`config.mk`:
```
export PLATFORM = sky130hd
export DESIGN_NAME = tvnf_fifo
export DESIGN_NICKNAME = d
export VERILOG_FILES = /design/src/hdl/tvnf_pkg.sv /design/src/hdl/tvnf_fifo.sv
export SDC_FILE = /design/constraint.sdc
export NUM_CORES = 1
export LEC_CHECK = 0
export ABC_AREA = 1
export BUFFER_PORTS_ARGS = -buffer_cell sky130_fd_sc_hd__buf_2
export CORE_AREA = 4 4 173 175
export CTS_CLUSTER_DIAMETER = 50
export CTS_CLUSTER_SIZE = 25
export DETAILED_ROUTE_END_ITERATION = 6
export DIE_AREA = 0 0 177 179
export PLACE_DENSITY = 0.8
export SYNTH_ARGS = -nofsm -noshare
export SYNTH_HDL_FRONTEND = slang
export SYNTH_SLANG_ARGS = --single-unit
```
`constraint.sdc`:
```
create_clock -name i_clk -period 11.9 [get_ports i_clk]
set_input_delay 0.595 -clock i_clk [delete_from_list [all_inputs] [get_ports i_clk]]
set_output_delay 0.595 -clock i_clk [all_outputs]
set_load 0.02 [all_outputs]
```
`src/hdl/tvnf_pkg.sv`:
```
// Shared types and constants of the turbulence value noise force block.
package tvnf_pkg;

    localparam int TABLE_SIZE_DEF = 256;
    localparam int MAX_OCT_DEF    = 8;
    localparam int TIME_FREQ_DEF  = 256;

    localparam int CFG_IDX_W  = 3;
    localparam int CFG_DATA_W = 16;

    // Configuration register indexes
    localparam logic [CFG_IDX_W-1:0] CFG_AMP_X   = 3'd0;
    localparam logic [CFG_IDX_W-1:0] CFG_AMP_Y   = 3'd1;
    localparam logic [CFG_IDX_W-1:0] CFG_AMP_Z   = 3'd2;
    localparam logic [CFG_IDX_W-1:0] CFG_FREQ_X  = 3'd3;
    localparam logic [CFG_IDX_W-1:0] CFG_FREQ_Y  = 3'd4;
    localparam logic [CFG_IDX_W-1:0] CFG_FREQ_Z  = 3'd5;
    localparam logic [CFG_IDX_W-1:0] CFG_RATIO   = 3'd6;
    localparam logic [CFG_IDX_W-1:0] CFG_OCTAVES = 3'd7;

    typedef enum logic [1:0] {
        CMD_LOAD_PERM  = 2'd0,
        CMD_LOAD_NOISE = 2'd1,
        CMD_COMPUTE    = 2'd2,
        CMD_TICK       = 2'd3
    } t_cmd;

    // Work handed from the front to the back
    typedef enum logic [1:0] {
        OP_PERM  = 2'd0,
        OP_NOISE = 2'd1,
        OP_FORCE = 2'd2
    } t_op;

    typedef struct packed {
        t_cmd               cmd;
        logic signed [31:0] pos_x;
        logic signed [31:0] pos_y;
        logic signed [31:0] pos_z;
        logic signed [31:0] time_step;
        logic [7:0]         entry_index;
        logic [7:0]         perm_value;
        logic signed [15:0] lut_x;
        logic signed [15:0] lut_y;
        logic signed [15:0] lut_z;
        logic signed [15:0] lut_w;
    } t_in_item;

    typedef struct packed {
        logic signed [31:0] force_x;
        logic signed [31:0] force_y;
        logic signed [31:0] force_z;
    } t_out_item;

    typedef struct packed {
        logic signed [15:0] amp_x;
        logic signed [15:0] amp_y;
        logic signed [15:0] amp_z;
        logic [15:0]        freq_x;
        logic [15:0]        freq_y;
        logic [15:0]        freq_z;
        logic [15:0]        octave_ratio;
        logic [3:0]         octave_count;
    } t_cfg;

    typedef struct packed {
        t_op                op;
        logic [7:0]         index;
        logic [7:0]         perm;
        logic signed [15:0] lut_x;
        logic signed [15:0] lut_y;
        logic signed [15:0] lut_z;
        logic signed [31:0] pos_x;
        logic signed [31:0] pos_y;
        logic signed [31:0] pos_z;
        logic signed [31:0] tim;
    } t_job;

    typedef struct packed {
        logic full;
        logic empty;
    } t_qstat;

endpackage

```
`src/hdl/tvnf_fifo.sv`:
```
// Two-entry job queue between front and back.
module tvnf_fifo (
    input  logic             i_clk,
    input  logic             i_rst_n,
    input  logic             i_push,
    input  tvnf_pkg::t_job   i_job,
    input  logic             i_pop,
    output tvnf_pkg::t_job   o_job,
    output tvnf_pkg::t_qstat o_qstat
);

    tvnf_pkg::t_job r_mem [2];
    logic           r_wp;
    logic           r_rp;
    logic [1:0]     r_cnt;

    assign o_job         = r_mem[r_rp];
    assign o_qstat.full  = (r_cnt == 2'd2);
    assign o_qstat.empty = (r_cnt == 2'd0);

    // pointers and fill
    always_ff @(posedge i_clk) begin
        if (!i_rst_n) begin
            r_wp  <= 1'b0;
            r_rp  <= 1'b0;
            r_cnt <= '0;
        end else begin
            if (i_push) begin
                r_wp <= ~r_wp;
            end
            if (i_pop) begin
                r_rp <= ~r_rp;
            end
            r_cnt <= r_cnt + 2'(i_push) - 2'(i_pop);
        end
    end

    // storage
    always_ff @(posedge i_clk) begin
        if (i_push) begin
            r_mem[r_wp] <= i_job;
        end
    end

endmodule

```
# Yosys cells after proc, flatten, opt, wreduce, memory -nomap -nowiden
# Memory sizes are Yosys's and may differ from the RTL's. A register that Yosys moved wholly into a read port is not among the register bits.
# Index checks and enable logic that the tools add are counted.
# classes
add_sub_neg	2
n_eq_ne	1
n_mux	4
n_bitwise	2
n_reduce_logical	1
# op_table
cell	n
1-bit two-way mux	4
2-bit by 1-bit adder with 2-bit output	1
2-bit == test, second input constant	1
2-bit logical NOT	1
1-bit inverter	2
2-bit by 1-bit subtractor with 2-bit output	1
# totals
ff_bits	4
mem_bits_rw	388
output_inout_bits	196
elab_cells	14
n_memories	1
# mem_list
name	words	word_bits	read_ports	rd_ports_with_merged_regs	wr	line_no	text
r_mem	2	194	1	1	1	tvnf_fifo.sv:12	tvnf_pkg::t_job r_mem [2];

# Longest topological paths before layout
# Gate-level depths: netlist of the first run.
# logic_depth
word_depth	3
ltp_mapped	9

# Least setup slack after synthesis of the first run
# OpenSTA, ideal clock, no wires.
# synth_path
kind	input to register
startpoint	input i_push
endpoint	memory r_mem[0][0] (netlist name), enable pin
setup_ns	0.757
arrival_ns	8.742
required_ns	11.143
path_slack_ns	2.401
path_stages	2
path_buffers	0
cell_sequence	inv_1 nor2_1
# synth_between
elab_chain_cells	2
# synth_rtl
element	line_no	text
start, declared	tvnf_fifo.sv:5	input logic i_push,
1-bit two-way mux	tvnf_fifo.sv:40	if (i_push) begin
1-bit two-way mux (not written as such)	tvnf_fifo.sv:41	r_mem[r_wp] <= i_job;
end, declared	tvnf_fifo.sv:12	
# No other way between the ends.

==> results of run 1 <==
synth_stat cells:
cell type / number / share of area
buf_2: 3 / 0.0010
buf_8: 1 / 0.0010
inv_1: 7 / 0.0018
mux2_2: 34 / 0.026
edfxtp_1: 388 / 0.78
a21oi_1: 1 / 0.00034
nand3_1: 1 / 0.00034
nand2_1: 8 / 0.0020
buf_6: 18 / 0.014
mux2_4: 160 / 0.16
dfxtp_1: 5 / 0.0067
ha_1: 2 / 0.0017
nor2_1: 9 / 0.0023
cell families (layout without fill, tap and decap cells):
family,Yosys count,count (layout)
flip-flops,393,393
multiplexers,194,194
buffers and inverters,29,463
AND/OR/NAND/NOR,18,18
adder cells (fa/ha/maj),2,2
AO/OA/AOI/OAI,1,1
other,0,6
routing by layer:
layer  vias up  wire [um]  global-route usage
met2       314      15200               0.312
met4        12        728              0.0554
met1      3507      10400               0.199
met5         -         69                   0
li1       3353          -                   -
met3        54       3070              0.0622
critical path: stages (launching register included):
cell	delay, ns
dfxtp_4	0.61
buf_4	0.83
buf_4	0.85
mux2_4	0.37
buf_2	0.16
state kept, by name, summed over array words and instances, names as in the netlist, named ones only:
| register | flops |
|---|---|
| r_mem | 388 |
| r_cnt | 2 |
| r_rp | 1 |
| r_wp | 1 |
path summary, 6_finish.rpt:
| path | start | end | slack (ns) | depth (start not counted) |
|---|---|---|---|---|
| max | flop | o_job[120] | 7.75 | 4 |
| max reg2reg | r_wp | r_mem[0][80] | 9.26 | 3 |
| min reg2reg | r_rp | flop | 0.53 | 2 |
| min | i_job[25] | r_mem[1][25] | 0.19 | 1 |
stage by stage:
stage | area, sq um | cells | worst slack, ns
2_1_floorplan | 14900 | 637 | 2.40
3_3_place_gp | 17200 | 1399 | 8.43
3_5_place_dp | 17200 | 1399 | 8.35
4_1_cts | 18300 | 1455 | 7.70
5_1_grt | 18300 | 1460 | 7.57
6_report | 18300 | 1461 | 7.75
cells in the final DEF, fill, tap and decap left out, drive strengths merged:
cell type,instances
diode,6
bufinv,1
nand2,8
nor2,9
nand3,1
clkbuf,31
buf,400
clkinv,10
mux2,194
clkinvlp,1
edfxtp,388
dfxtp,5
a21oi,1
ha,2
inv,20
power groups by stage:
stage | Combinational [mW] | Clock [mW] | Sequential, mW
final | 0.355 | 1.09 | 1.63
after floorplan | 0.243 | 0 | 1.66
after detailed placement | 0.359 | 0 | 1.66
after CTS | 0.360 | 1.11 | 1.63
after global routing | 0.378 | 1.18 | 1.63
after global placement | 0.353 | 0 | 1.65
cell type report:
type,count,area share
diodes,6,0.000819
clock buffers,31,0.0423
multi-input cells,215,0.158
inverters,7,0.00184
flip-flops and latches,393,0.641
repair buffers,400,0.110
clock inverters,25,0.0193
well taps,384,0.0262
==> metrics.md, run 1 <==
| Metric | Value |
|---|---|
| HP Class | `in -> reg` |
| Leakage | `7.24 nW` |
| Core ar. | `28500 sq um` |
| Simple-gate share of the synthesized area | `0.00462` |
| Internal power | `2.30 mW` |
| Clk sinks | `393` |
| Crit path time final | `4.15 ns` |
| Worst slew margin | `0.310` |
| Final Net Count | `1248` |
| Worst-skew pair later-pin latency | `0.58 ns` |
| Clock Path Buffers | `3` |
| Die extent in x | `177 um` |
| Multiplexer area fraction after synthesis | `0.187` |
| Worst Skew | `0.0178 ns` |
| Setup crit end kind | `output pin` |
| P_sw | `766 uW` |
| Fillers | `1981` |
| Final setup viols | `0` |
| Setup TNS | `0 ns` |
| Gp weighted congestion | `0.781` |
| DRT iter0 DRCs | `464` |
| Critical Path Fanout Max | `59` |
| Detailed Place HPWL | `20400 um` |
| Yosys warnings | `0` |
| Crit start category | `flop` |
| Largest net degree at the start of global routing | `123` |
| Multi-input gate area | `2890 sq um` |
| CP Data Required Time | `11.31 ns` |
| Post-Syn Instances | `637` |
| Top-Level Pins | `394` |
| Distinct cell type count after synthesis | `13` |
| Vias | `7240` |
| Peak supply drop | `150 uV` |
| Total wire length | `29400 um` |
| DRT antenna net count | `0` |
| Final worst path period share | `0.349` |
| Fmax | `0.241 GHz` |
| Port bufs | `393` |
| Outcome | `completed` |
| Setup CP Type | `reg -> out` |
| Syn Nets | `837` |
| Logic pwr share | `0.116` |
| WL/cell | `20.1 um` |
| Initial antenna violation count | `11` |
| Register area | `11800 sq um` |
| Pwr Density | `167 nW/um^2` |
| Post-synthesis adder-cell area fraction | `0.00168` |
| Postcts setup bufs | `0` |
| Starting Density | `0.523` |
| Max_cap viols | `0` |
| First-pass GRT wire length | `42500 um` |
| RSZ-0062 raised after global routing | `no` |
| Worst Tran Pin Value | `1.03 ns` |
| DRC | `0` |
| Cell Rows | `62` |
| H-Tree Depth | `1` |
| Vias in the first global route | `7512` |
| Yosys reg bits | `393` |
| GRT overflow | `0` |
| Netlist Area Pre-Place | `14900 sq um` |
| Avg Synthesized Cell Area | `23.4 sq um` |
| Largest family of logic cells by synthesized area | `multiplexers` |
| Die Y | `179 um` |
| Seq/Total Area, Yosys | `0.789` |
| Post-CTS Resized | `0` |
| CTS buffer count | `31` |
| XOR/XNOR Fraction of Synth Area | `0` |
| Total Routing Usage GR | `0.176` |
| Sequential Power Share | `0.530` |
| Sw Share | `0.250` |
| Total power | `3.07 mW` |
| Crit path DAT | `3.56 ns` |
| Number of detailed-route iterations in the first pass | `4` |
| Final hold slack | `0.188 ns` |
| Clk slew on worst S/H paths | `0.09 ns` |
| # hold bufs at CTS | `0` |
| TritonCTS clock tree | `done` |
| Clock power frac | `0.354` |
| Final design utilization | `0.644` |
| Die ar. | `31700 sq um` |
| Post-synthesis compound-gate area fraction | `0.000336` |
| Max Slew Vio Count | `0` |
| Layout area overhead | `23.0%` |
| Layout cells sized above 1 | `0.609` |
| CTS root buffer | `clkbuf_16` |
| Final Hold Fails | `0` |
| Vias per cell | `4.96` |
Power figures use the tool's default switching activity.
==> run 2: changes to the inputs <==
==> constraint.sdc (replaced) <==
create_clock -name i_clk -period 4.29 [get_ports i_clk]
set_input_delay 0.2145 -clock i_clk [delete_from_list [all_inputs] [get_ports i_clk]]
set_output_delay 0.2145 -clock i_clk [all_outputs]
set_load 0.02 [all_outputs]
==> run 2 against run 1 <==
Clock power grew to 3.0 times the previous value; via count is 14% higher; sequential power grew to 2.8 times the previous value; sequential cell count stayed put; sequential share of layout area is 6.7 points lower; critical endpoint is now o_job[31]; register-to-register slack worse by 7.1 ns; setup slack worse by 6.3 ns; highest routed layer is now met4.
==> metrics.md, run 2 (synthesis gave the netlist of run 1 again) <==
| Metric | Value |
|---|---|
| Clk slew on worst S/H paths | `0.08 ns (about the same)` |
| Worst-skew pair later-pin latency | `0.51 ns (-0.07 ns)` |
| Port bufs | `393 (unchanged)` |
| Crit start category | `flop` |
| Number of detailed-route iterations in the first pass | `5 (+1)` |
| CTS buffer count | `34 (+9.7%)` |
| CP Data Required Time | `4.08 ns (-7.23 ns)` |
| Most frequent cells in the layout | `buf_2, edfxtp_1, dlygate4sd3_1, mux2_4, clkbuf_16` |
| Layout cells sized above 1 | `0.516 (-0.0931)` |
| Pwr Density | `436 nW/um^2 (+160%)` |
| Outcome | `completed` |
| Post-route insts no fill | `1663 (+14%)` |
| Max Slew Vio Count | `0 (unchanged)` |
| Total wire length | `34300 um (+16%)` |
| DRT iter0 DRCs | `478 (+3.0%)` |
| Die extent in x | `177 um (unchanged)` |
| Final Net Count | `1450 (+16%)` |
| Final worst path period share | `0.653` |
| Dpl cells | `1401 (+0.14%)` |
| Leakage | `8.12 nW (+12%)` |
| H-Tree Depth | `2 (+1)` |
| Worst Skew | `0.0198 ns (+0.00201 ns)` |
| Biggest regs | `r_mem (388), r_cnt (2)` |
| TritonCTS clock tree | `done` |
| Crit path DAT | `2.59 ns (-0.97 ns)` |
| RSZ-0062 raised after global routing | `no` |
| Final Hold Fails | `0 (unchanged)` |
| Die Y | `179 um (unchanged)` |
| First-pass GRT wire length | `50300 um (+18%)` |
| Top reg by flops | `r_mem` |
| DP Worst Slack | `1.99 ns (-6.36 ns)` |
| Vias in the first global route | `9108 (+21%)` |
| Detailed Place HPWL | `20000 um (-2.3%)` |
| DRT antenna net count | `0 (unchanged)` |
| WL/cell | `20.6 um (+2.3%)` |
| Setup crit end kind | `output pin` |
| GRT overflow | `0 (unchanged)` |
| Clk sinks | `393 (unchanged)` |
| Fin worst setup slack | `1.49 ns (-6.26 ns)` |
| Final setup viols | `0 (unchanged)` |
| Gp weighted congestion | `0.750 (-4.0%)` |
| Layout area overhead | `37.3%` |
| Largest register FFs | `388 (unchanged)` |
| Setup TNS | `0 ns (unchanged)` |
| Commonest non-fill, non-tap cell in the layout | `buf_2` |
| Starting Density | `0.523 (unchanged)` |
| Setup CP Type | `reg -> out` |
| Critical Path Fanout Max | `59 (unchanged)` |
| Initial antenna violation count | `3 (-8)` |
| HP Class | `in -> reg` |
| Worst slew margin | `0.219 (-0.0914)` |
| Max_cap viols | `0 (unchanged)` |
| Vias | `8223 (+14%)` |
| Vias per cell | `4.94 (-0.22%)` |
| CTS root buffer | `clkbuf_16` |
| Total Routing Usage GR | `0.208 (+0.0322)` |
| Fmax | `0.357 GHz` |
| Core ar. | `28500 sq um (unchanged)` |
| Largest net degree at the start of global routing | `195 (+59%)` |
| Post-CTS Resized | `0 (unchanged)` |
| Total power | `8.91 mW (+190%)` |
| Die ar. | `31700 sq um (unchanged)` |
| Clock Path Buffers | `3 (unchanged)` |
| Fillers | `1662 (-16%)` |
| Top-Level Pins | `394 (unchanged)` |
| DRC | `0 (unchanged)` |
| Crit path time final | `2.80 ns` |
| Worst Tran Pin Value | `1.17 ns (+0.137 ns)` |
| Cell Rows | `62 (unchanged)` |
| Peak supply drop | `550 uV (+270%)` |
| Final hold slack | `0.416 ns (+0.228 ns)` |
run 2: cell count changes in the layout (fill, tap and decap cells not counted), moves of 2 or more:
cell / before / now
dlygate4sd3_1: 0 / 197
clkbuf_16: 31 / 37
buf_12: 0 / 4
inv_8: 5 / 1
clkinvlp_4: 1 / 4
diode_2: 6 / 3
buf_4: 7 / 5
run 2: path summary, 6_finish.rpt:
| kind | start | to | slack (ns) | cells after the start |
|---|---|---|---|---|
| worst max register to register | r_wp | r_mem[1][134] | 2.12 | 3 |
| worst min-delay path | i_job[182] | r_mem[0][182] | 0.42 | 2 |
| worst min register to register | r_rp | r_rp | 0.51 | 2 |
| worst max-delay path | flop | o_job[31] | 1.49 | 3 |
run 2: through the flow:
step / utilization / cell area, sq um
finish: 0.718 / 20400
CTS: 0.718 / 20400
global placement: 0.606 / 17200
detailed placement: 0.606 / 17200
floorplan: - / 14900
global route: 0.718 / 20400
run 2: cell type report:
| type | count | area (sq um) | share of cell area |
|---|---|---|---|
| diodes | 3 | 7.51 | 0.000367 |
| clock buffers | 38 | 930 | 0.0455 |
| clock inverters | 24 | 294 | 0.0144 |
| inverters | 7 | 30.0 | 0.00147 |
| multi-input cells | 215 | 2890 | 0.141 |
| flip-flops and latches | 393 | 11800 | 0.575 |
| well taps | 384 | 480 | 0.0235 |
| repair buffers | 599 | 4060 | 0.198 |
run 2: routing by layer:
| layer | up-vias | wire length [um] | global-route usage |
|---|---|---|---|
| met1 | 4033 | 12000 | 0.226 |
| met5 | - | 0 | 0 |
| met4 | 0 | 1220 | 0.0787 |
| li1 | 3750 | - | - |
| met3 | 74 | 2520 | 0.0567 |
| met2 | 366 | 18500 | 0.387 |
run 2: where the power goes:
part | internal [mW] | switching [mW] | leakage (nW)
clock | 1.73 | 1.50 | 0.583
sequential | 4.45 | 0.0782 | 3.68
combinational | 0.553 | 0.603 | 3.85
run 2: what timing repair did:
| item | CTS | global route |
|---|---|---|
| hold endpoints to repair | 393 | 0 |
| buffers inserted | 0 | 0 |
| hold buffers | 197 | 0 |
run 2: critical path, stage by stage, from the launching register on:
cell     delay [ns]
dfxtp_4        1.02
buf_4          0.48
mux2_2         0.38
buf_2          0.17
