File: src/hdl/tvnf_pkg.sv
// Shared types and constants of the turbulence value noise force block.
package tvnf_pkg;

    localparam int TABLE_SIZE_DEF = 256;
    localparam int MAX_OCT_DEF    = 8;
    localparam int TIME_FREQ_DEF  = 256;

    localparam int CFG_IDX_W  = 3;
    localparam int CFG_DATA_W = 16;

    // Configuration register indexes
    localparam logic [CFG_IDX_W-1:0] CFG_AMP_X   = 3'd0;
    localparam logic [CFG_IDX_W-1:0] CFG_AMP_Y   = 3'd1;
    localparam logic [CFG_IDX_W-1:0] CFG_AMP_Z   = 3'd2;
    localparam logic [CFG_IDX_W-1:0] CFG_FREQ_X  = 3'd3;
    localparam logic [CFG_IDX_W-1:0] CFG_FREQ_Y  = 3'd4;
    localparam logic [CFG_IDX_W-1:0] CFG_FREQ_Z  = 3'd5;
    localparam logic [CFG_IDX_W-1:0] CFG_RATIO   = 3'd6;
    localparam logic [CFG_IDX_W-1:0] CFG_OCTAVES = 3'd7;

    typedef enum logic [1:0] {
        CMD_LOAD_PERM  = 2'd0,
        CMD_LOAD_NOISE = 2'd1,
        CMD_COMPUTE    = 2'd2,
        CMD_TICK       = 2'd3
    } t_cmd;

    // Work handed from the front to the back
    typedef enum logic [1:0] {
        OP_PERM  = 2'd0,
        OP_NOISE = 2'd1,
        OP_FORCE = 2'd2
    } t_op;

    typedef struct packed {
        t_cmd               cmd;
        logic signed [31:0] pos_x;
        logic signed [31:0] pos_y;
        logic signed [31:0] pos_z;
        logic signed [31:0] time_step;
        logic [7:0]         entry_index;
        logic [7:0]         perm_value;
        logic signed [15:0] lut_x;
        logic signed [15:0] lut_y;
        logic signed [15:0] lut_z;
        logic signed [15:0] lut_w;
    } t_in_item;

    typedef struct packed {
        logic signed [31:0] force_x;
        logic signed [31:0] force_y;
        logic signed [31:0] force_z;
    } t_out_item;

    typedef struct packed {
        logic signed [15:0] amp_x;
        logic signed [15:0] amp_y;
        logic signed [15:0] amp_z;
        logic [15:0]        freq_x;
        logic [15:0]        freq_y;
        logic [15:0]        freq_z;
        logic [15:0]        octave_ratio;
        logic [3:0]         octave_count;
    } t_cfg;

    typedef struct packed {
        t_op                op;
        logic [7:0]         index;
        logic [7:0]         perm;
        logic signed [15:0] lut_x;
        logic signed [15:0] lut_y;
        logic signed [15:0] lut_z;
        logic signed [31:0] pos_x;
        logic signed [31:0] pos_y;
        logic signed [31:0] pos_z;
        logic signed [31:0] tim;
    } t_job;

    typedef struct packed {
        logic full;
        logic empty;
    } t_qstat;

endpackage

File: src/hdl/tvnf_front.sv
// Front end: accepts items, keeps the time accumulator, queues table loads and computes.
module tvnf_front #(
    parameter int TABLE_SIZE = tvnf_pkg::TABLE_SIZE_DEF
) (
    input  logic               i_clk,
    input  logic               i_rst_n,
    input  logic               i_push,
    input  tvnf_pkg::t_in_item i_item,
    output logic               o_full,
    input  tvnf_pkg::t_qstat   i_qstat,
    output logic               o_qpush,
    output tvnf_pkg::t_job     o_job
);

    logic [31:0] r_time;
    logic        accept;
    logic        in_range;

    assign o_full   = i_qstat.full;
    assign accept   = i_push && !i_qstat.full;
    assign in_range = 32'(i_item.entry_index) < TABLE_SIZE;

    // classify: loads beyond the table are dropped, ticks stay here
    always_comb begin
        o_qpush = 1'b0;
        o_job.op = tvnf_pkg::OP_FORCE;
        case (i_item.cmd)
            tvnf_pkg::CMD_LOAD_PERM: begin
                o_qpush  = accept && in_range;
                o_job.op = tvnf_pkg::OP_PERM;
            end
            tvnf_pkg::CMD_LOAD_NOISE: begin
                o_qpush  = accept && in_range;
                o_job.op = tvnf_pkg::OP_NOISE;
            end
            tvnf_pkg::CMD_COMPUTE: begin
                o_qpush  = accept;
                o_job.op = tvnf_pkg::OP_FORCE;
            end
            default: begin
                o_qpush = 1'b0;
            end
        endcase
        o_job.index = i_item.entry_index;
        o_job.perm  = i_item.perm_value;
        o_job.lut_x = i_item.lut_x;
        o_job.lut_y = i_item.lut_y;
        o_job.lut_z = i_item.lut_z;
        o_job.pos_x = i_item.pos_x;
        o_job.pos_y = i_item.pos_y;
        o_job.pos_z = i_item.pos_z;
        o_job.tim   = $signed(r_time);
    end

    // time accumulator, wraps
    always_ff @(posedge i_clk) begin
        if (!i_rst_n) begin
            r_time <= '0;
        end else if (accept && i_item.cmd == tvnf_pkg::CMD_TICK) begin
            r_time <= r_time + i_item.time_step;
        end
    end

endmodule

File: config.mk
export PLATFORM = sky130hd
export DESIGN_NAME = tvnf_front
export DESIGN_NICKNAME = d
export VERILOG_FILES = /design/src/hdl/tvnf_pkg.sv /design/src/hdl/tvnf_front.sv
export SDC_FILE = /design/constraint.sdc
export NUM_CORES = 1
export LEC_CHECK = 0
export BUFFER_PORTS_ARGS = -buffer_cell sky130_fd_sc_hd__buf_4
export CORE_AREA = 5 5 157 159
export CTS_BUF_LIST = sky130_fd_sc_hd__clkbuf_4 sky130_fd_sc_hd__clkbuf_8 sky130_fd_sc_hd__clkbuf_16
export DETAILED_ROUTE_END_ITERATION = 10
export DIE_AREA = 0 0 162 164
export GPL_TIMING_DRIVEN = 0
export HOLD_SLACK_MARGIN = 0.06
export PLACE_DENSITY = 0.58
export SLEW_MARGIN = 20
export SYNTH_ARGS = -nofsm -noshare
export SYNTH_HDL_FRONTEND = slang
export SYNTH_SLANG_ARGS = --single-unit
File: constraint.sdc
create_clock -name i_clk -period 5.2 [get_ports i_clk]
set_input_delay 1.04 -clock i_clk [delete_from_list [all_inputs] [get_ports i_clk]]
set_output_delay 1.04 -clock i_clk [all_outputs]
set_load 0.03 [all_outputs]
; Word level (Yosys, flattened, before mapping)
; Cells that the tools add are included.
[classes]
addsub = 1
multipliers = 0
div_mod_pow = 0
order_cmp = 0
n_eq_ne = 3
shifts = 0
muxes = 2
bitwise_logic = 0
reduce_logical = 5
[ops]
columns = operator, count
row1 = $add 32x32->32, 1
row2 = $eq 2x2->1 const B, 2
row3 = $pmux 2 s2, 1
row4 = $reduce_or 3->1, 1
row5 = $eq 2x1->1 const B, 1
row6 = $logic_and 1x1->1, 2
row7 = $logic_not 2->1, 1
row8 = $logic_not 1->1, 1
row9 = $mux 1, 1
[word_totals]
regBits = 32
latchBits = 0
ramBits = 0
mem_bits_ro = 0
input_bits = 215
output_inout_bits = 196
memories = 0

; Depth between registers and ports, before layout
; Gate-level depths: netlist of run 1.
[depth]
depth_word = 3
ltp_mapped = 9
depth_no_buf = 9

; Worst setup path after synthesis of run 1
; Ideal clock, no wire load.
[synth_timing]
path_kind = input to register
startpoint = in i_item[80] (netlist name)
endpoint = reg r_time[24]
setup_time_ps = 115
t_arrival_ps = 3150
setup_slack_ps = 1934
cell_stages = 9
n_path_buf = 0
path_cell_list = ha_1 fa_1 a211oi_2 o211ai_1 a31o_2 a32oi_2 a21oi_1 or3_1 a31o_1
[synth_between]
elab_chain_cells = 1
[synth_rtl]
columns = element, line_no
row1 = "start, declared", tvnf_front.sv:8  ; input tvnf_pkg::t_in_item i_item,
row2 = $add 32x32->32, tvnf_front.sv:60  ; r_time <= r_time + i_item.time_step;
row3 = "end signal, assigned", tvnf_front.sv:60
row4 = "end, declared", tvnf_front.sv:15  ; logic [31:0] r_time;
; No other way between the ends.
; A chain may end at the register's enable or synchronous reset.

; Final worst setup path of run 1
[layout_timing]
startpoint = in i_item[80] (netlist name)
endpoint = reg r_time[30]
; The elaborated chain is that of the path after synthesis.

==> metrics, run 1 <==
status=finished, final reports clean; Clock Sinks=32; GPL Wtd Cong=around 0.8; DR vias=between 4k and 5k; row count=56; most frequently used flop master after synthesis=dfxtp_1; CTS H-Tree Depth=2; placed cell count=1078; postcts setup bufs=0; cell family with most CP delay=compound AO/OA/AOI/OAI gates; RR Endpoint=r_time[30]; CTS tree=built; commonest non-fill, non-tap cell in the layout=buf_4; Die W=approximately 160 um; WP data required=between 5000 and 6000 ps; hold-fix buffers at CTS=0; top fanout value on the critical path=5; post-route insts no fill=between 1k and 1.5k; root buffer cell=clkbuf_16; min cycle time layout=3440 ps; Async SR Flop Fraction=0%; Pwr Total=about 1.1 mW; final hold vios=0; DRT Pass-1 Iters=4; setup TNS=0 ps; register bit total from synthesis=32; critical path, cell by cell=buf_4 > ha_1 > fa_1 > a211oi_2 > o211ai_1 > a31o_2 > a32oi_2 > a21oi_1 > a32o_1 > or3_1; Tcrit/Tclk final=66.2%; vias in the first global route=between 4k and 5k; Vias/cell=around 4.2; Post-CTS Resized=0; first-pass GRT wire length=~24 mm; FF-to-FF setup slack=2300 ps; DRC viols=0; Final WS setup=roughly 1800 ps; I/O Buffers=about 230; Synth top area share=between 20% and 30%; DP Wirelength=about 14 mm; post-route ant nets=0; largest cells by area after synthesis=buf_4 29%, dfxtp_1 15%, ha_1 9.2%, a21oi_1 4.5%, nand2_1 4.3%; Yosys cell types=63; pwr/cell area=~170 mW/mm^2; synthesis-to-finish area growth=53.7%; Post-Layout Inst Area=roughly 0.0065 sq mm; die area=approximately 0.027 sq mm; Clk Latency, worst-skew pair=roughly 280 ps; Final Setup Violations=0; Initial Util=18.2%; CTS buffer count=5; min-delay worst type=reg -> reg; antenna cells=0; syn_area_per_cell=around 7.6 sq um; final net count=roughly 1.0k; Largest Register=r_time; Routed WL=around 16 mm; initial DRC count=approximately 230; RSZ-0062 raised after global routing=no; height of the die=roughly 160 um; synth warn=0; Clk pin slew, worst setup/hold paths=about 60 ps; Bufs on Longest Clock Path=2; Worst Tran Pin Value=between 600 and 700 ps; max reg flops=32; CP Capture Type=flip-flop; All-Layer GR Usage=around 11%; synthesized area=around 0.0042 sq mm; Syn Inst Count=555; Final Slew Violations=0; number of synthesized flops with an enable pin=0; Setup CP Type=in -> reg; slowest cell on the critical path=fa_1; Buf/Inv on CP=1; most frequent cells in the layout=396 x buf_4, 48 x nand2_1, 38 x a21oi_1, 34 x o21ai_0, 32 x dfxtp_1; hold depth=2; area leader, netlist=buf_4; pre-CTS setup slack=1500 ps; peak supply drop=about 0.11 mV; GR Overflow Total=0; Top Registers=r_time x32; Worst Setup EP=r_time[30]; syn nets=about 800; r2r startpoint=r_time[0]; fmax=between 200 and 300 MHz; Post-Route Skew=approximately 5.4 ps; layout cells sized above 1=52.8%; r2r worst-path depth=9; sequential share of the synthesized area=~15%; CP Launch Point=i_item[80]; core area=between 0.02 and 0.025 sq mm; Slowest Stage Delay on Critical Path=roughly 440 ps; Routed wire per std cell=roughly 15 um; io pins=about 400; Max-cap violations=0; largest net degree at the start of global routing=11; Leakage=~3.3 nW; Levels on crit path=10; initial antenna violation count=0; Arr. time, crit path=between 3000 and 4000 ps; Rel. slew slack=between 50% and 60%; crit path launch type=input pin; DP Area=approximately 0.0063 sq mm
==> stage by stage <==
step,hold slack [ps],util (%)
global route,518,28.0
detailed placement,486,27.4
CTS,499,28.0
finish,497,28.0
floorplan,600,-
global placement,477,27.4
==> final cells by class <==
| type | instances | area (sq um) |
|---|---|---|
| plain buffers | 180 | 1320 |
| flip-flops and latches | 32 | 641 |
| repair buffers | 233 | 1750 |
| fillers | 2547 | 16600 |
| multi-input cells | 338 | 2240 |
| well taps | 290 | 363 |
| clock buffers | 7 | 153 |
| inverters | 5 | 18.8 |
==> routing by layer <==
| layer | up-vias | global-route usage (%) | wire length [um] |
|---|---|---|---|
| met4 | 0 | 2.15 | 164 |
| met5 | - | 0 | 0 |
| met1 | 2012 | 12.3 | 5810 |
| met3 | 9 | 4.64 | 1930 |
| li1 | 2274 | - | - |
| met2 | 245 | 20.3 | 8250 |
==> power breakdown <==
group	leakage, nW	total [mW]	internal [mW]	switching, mW
clock	0.0760	0.313	0.201	0.112
combinational	2.97	0.514	0.232	0.282
sequential	0.259	0.258	0.252	0.00593
==> cell usage after synthesis (all sizes together) (4+ instances only) <==
cell / instances
a211oi: 6
a21boi: 10
a21o: 8
a21oi: 40
a31oi: 7
and2: 8
and3: 5
buf: 165
clkbuf: 15
dfxtp: 32
ha: 31
inv: 5
mux2i: 4
nand2: 48
nand3: 28
nand4: 6
nor2: 21
nor2b: 4
nor3: 6
o211a: 5
o211ai: 4
o21ai: 36
or3: 4
xnor2: 8
xor2: 10
==> worst min path at each step <==
stage	startpoint	to
final	r_time[18]	r_time[18]
after global routing	r_time[9]	r_time[9]
after CTS	r_time[9]	r_time[9]
after detailed placement	r_time[9]	r_time[9]
after global placement	r_time[0]	r_time[0]
after floorplan	r_time[11]	r_time[11]
==> worst reg2reg max path, cell delays in order, from the launching register on <==
cell	delay, ps
dfxtp_1	330
ha_1	210
fa_1	440
a211oi_2	310
o211ai_1	180
a31o_2	280
a32oi_2	330
a21oi_1	170
a32o_1	230
or3_1	300
==> logic make-up after synthesis <==
group | synth area share [%]
adder cells (fa/ha/maj) | 9.67
buffers and inverters | 31.7
AND/OR/NAND/NOR | 17.5
multiplexers | 0.949
AO/OA/AOI/OAI | 21.3
XOR/XNOR | 3.74
flip-flops | 15.2
(Power assumes the default switching activity.)
==> run 2, diff against run 1 <==
--- a/config.mk
+++ b/config.mk
@@ -6,13 +6,13 @@
 export NUM_CORES = 1
 export LEC_CHECK = 0
 export BUFFER_PORTS_ARGS = -buffer_cell sky130_fd_sc_hd__buf_4
-export CORE_AREA = 5 5 157 159
+export CORE_AREA = 5 5 156 158
 export CTS_BUF_LIST = sky130_fd_sc_hd__clkbuf_4 sky130_fd_sc_hd__clkbuf_8 sky130_fd_sc_hd__clkbuf_16
 export DETAILED_ROUTE_END_ITERATION = 10
-export DIE_AREA = 0 0 162 164
+export DIE_AREA = 0 0 161 163
 export GPL_TIMING_DRIVEN = 0
 export HOLD_SLACK_MARGIN = 0.06
-export PLACE_DENSITY = 0.58
+export PLACE_DENSITY = 0.61
 export SLEW_MARGIN = 20
 export SYNTH_ARGS = -nofsm -noshare
 export SYNTH_HDL_FRONTEND = slang
==> constraint.sdc (replaced) <==
create_clock -name i_clk -period 2.8 [get_ports i_clk]
set_input_delay 0.56 -clock i_clk [delete_from_list [all_inputs] [get_ports i_clk]]
set_output_delay 0.56 -clock i_clk [all_outputs]
set_load 0.03 [all_outputs]
==> run 2 against run 1 <==
First-iteration DRC count up 16%. Final area up 0.35%. Worst setup slack worse by 1700 ps. Count of clock-buffer cells in the layout down 1. Die area down 1.2%. Combinational power up 87%. Register-to-register slack worse by 2200 ps. Hold slack worse by 15 ps. Via count up 1.6%.
==> metrics, run 2 (same netlist as run 1, synthesis figures left out) <==
Initial Util=18.4% (was 18.2%); Die W=161 um (was 162 um); Top Registers=r_time x32 (unchanged); Worst Tran Pin Value=553 ps (was 616 ps); root buffer cell=clkbuf_16 (unchanged); top fanout value on the critical path=5 (unchanged); initial DRC count=261 (was 225); antenna cells=0 (unchanged); Post-Layout Inst Area=0.00650 sq mm (was 0.00648 sq mm); largest net degree at the start of global routing=11 (unchanged); pwr/cell area=305 mW/mm^2 (was 167 mW/mm^2); GR Overflow Total=0 (unchanged); layout cells sized above 1=53.3% (was 52.8%); DRC viols=0 (unchanged); Tcrit/Tclk final=98.4%; hold depth=2 (unchanged); max reg flops=32 (unchanged); final hold vios=0 (unchanged); Setup CP Type=in -> reg (unchanged); post-route ant nets=0 (unchanged); RR Endpoint=r_time[24] (was r_time[30]); io pins=411 (unchanged); final net count=1043 (was 1042); GPL Wtd Cong=0.850 (was 0.810); crit path launch type=input pin (unchanged); Arr. time, crit path=2940 ps (was 3610 ps); Leakage=3.30 nW (about the same); first-pass GRT wire length=24.1 mm (was 23.8 mm); Max-cap violations=0 (unchanged); Post-Route Skew=7.56 ps (was 5.39 ps); critical path, cell by cell=buf_4 > ha_1 > fa_2 > a211oi_4 > o211ai_1 > a31o_2 > a32oi_4 > a21oi_1 > or3_1 > a31o_1 (was buf_4 > ha_1 > fa_1 > a211oi_2 > o211ai_1 > a31o_2 > a32oi_2 > a21oi_1 > a32o_1 > or3_1); CTS H-Tree Depth=2 (unchanged); fmax=~360 MHz; r2r startpoint=r_time[0] (unchanged); CTS tree=built (unchanged); r2r worst-path depth=9 (unchanged); worst hold slack=482 ps (was 497 ps); Routed wire per std cell=15.3 um (was 14.9 um); status=finished, final reports clean (unchanged); Filler cells=2492 (was 2547); vias in the first global route=4430 (was 4494); min-delay worst type=reg -> reg (unchanged); Worst Hold Launch=r_time[11] (was r_time[18]); synthesis-to-finish area growth=54.2% (was 53.7%); CTS buffer count=5 (unchanged); Routed WL=16.6 mm (was 16.1 mm); FF-to-FF setup slack=110 ps (was 2300 ps); CP Capture Type=flip-flop (unchanged); DP Wirelength=14.4 mm (was 14.0 mm); WP data required=2980 ps (was 5360 ps); height of the die=163 um (was 164 um); post-route insts no fill=1086 (was 1085); Clk Latency, worst-skew pair=290 ps (was 280 ps); Largest Register=r_time (unchanged); RSZ-0062 raised after global routing=yes (was no); Bufs on Longest Clock Path=2 (unchanged); commonest non-fill, non-tap cell in the layout=buf_4 (unchanged); All-Layer GR Usage=11.5% (was 11.2%); Rel. slew slack=63.1% (was 59.0%); initial antenna violation count=1 (was 0); Clock Sinks=32 (unchanged); peak supply drop=0.177 mV (was 0.110 mV); DRT Pass-1 Iters=4 (unchanged); min cycle time layout=2760 ps; die area=0.0262 sq mm (was 0.0266 sq mm); I/O Buffers=233 (unchanged); Final Slew Violations=0 (unchanged); setup TNS=0 ps (unchanged); DP Area=0.00633 sq mm (unchanged); Clk pin slew, worst setup/hold paths=60 ps (about the same); Worst Hold End=r_time[11] (was r_time[18]); core area=0.0230 sq mm (was 0.0231 sq mm); row count=56 (unchanged); DR vias=4613 (was 4540); Vias/cell=4.25 (was 4.18); Slowest Stage Delay on Critical Path=390 ps (was 440 ps); Final Setup Violations=0 (unchanged); most frequent cells in the layout=397 x buf_4, 48 x nand2_1, 37 x a21oi_1, 34 x o21ai_0, 32 x dfxtp_1 (was 396 x buf_4, 48 x nand2_1, 38 x a21oi_1, 34 x o21ai_0, 32 x dfxtp_1); slowest cell on the critical path=fa_2 (was fa_1); post-layout util=28.3% (was 28.0%); placed cell count=1078 (unchanged)
[run 2: cell count changes in the layout (fill, tap and decap cells not counted)]
cell / change
clkbuf_8: -2
a32oi_2: -1
clkinv_2: +1
fa_1: -1
buf_4: +1
clkbuf_4: +1
a21oi_1: -1
a211oi_1: -1
a32oi_4: +1
fa_2: +1
a211oi_4: +1
a21oi_2: +1
[run 2: how the worst max path moves through the flow]
stage	slack (ps)	start	end	depth (start not counted)
after floorplan	10	i_item[80]	r_time[24]	9
after global placement	-440	i_item[80]	r_time[30]	10
after detailed placement	-410	i_item[80]	r_time[30]	10
after CTS	20	i_item[80]	r_time[30]	10
after global routing	-40	i_item[80]	r_time[24]	10
final	40	i_item[80]	r_time[24]	10
[run 2: final cells by class]
cell class / count / area, sq um / area share [%]
Inverter: 5 / 18.8 / 0.289
Clock inverter: 1 / 5.00 / 0.0769
Sequential cell: 32 / 641 / 9.85
Timing Repair Buffer: 234 / 1760 / 27.0
Multi-Input combinational cell: 338 / 2270 / 34.9
Tap cell: 290 / 363 / 5.58
Buffer: 180 / 1320 / 20.2
Clock buffer: 6 / 133 / 2.04
[run 2: report_power, final]
group,switching [mW],internal [mW],total (mW)
Clock,0.216,0.333,0.549
Sequential,0.0107,0.468,0.478
Combinational,0.526,0.433,0.959
[run 2: per-layer routing]
metal | track usage, % | wire (um) | vias to the layer above
li1 | - | - | 2273
met1 | 12.1 | 5930 | 2078
met2 | 21.2 | 8480 | 247
met3 | 5.09 | 1980 | 13
met4 | 2.40 | 189 | 2
met5 | 0 | 7 | -
[run 2: metrics by stage]
step | power [mW] | setup slack, ps
2_1_floorplan | 1.14 | 14.3
4_1_cts | 2.02 | 15.6
3_3_place_gp | 1.45 | -439
3_5_place_dp | 1.45 | -412
6_report | 1.99 | 43.8
5_1_grt | 2.09 | -40.5
[run 2: what timing repair did]
item / CTS / global route
endpoints found under the setup margin: 3 / 3
buffers inserted: 0 / 1
pin swaps: 1 / 4
gates resized for setup: 2 / 3
hold buffers: 0 / 0
[run 2: worst max-delay path: cells and delay by family]
kind | cells | cell delay [ps]
fa+ha+maj | 2 | 610
compound gates | 6 | 1330
buf+inv | 1 | 110
simple gates | 1 | 320
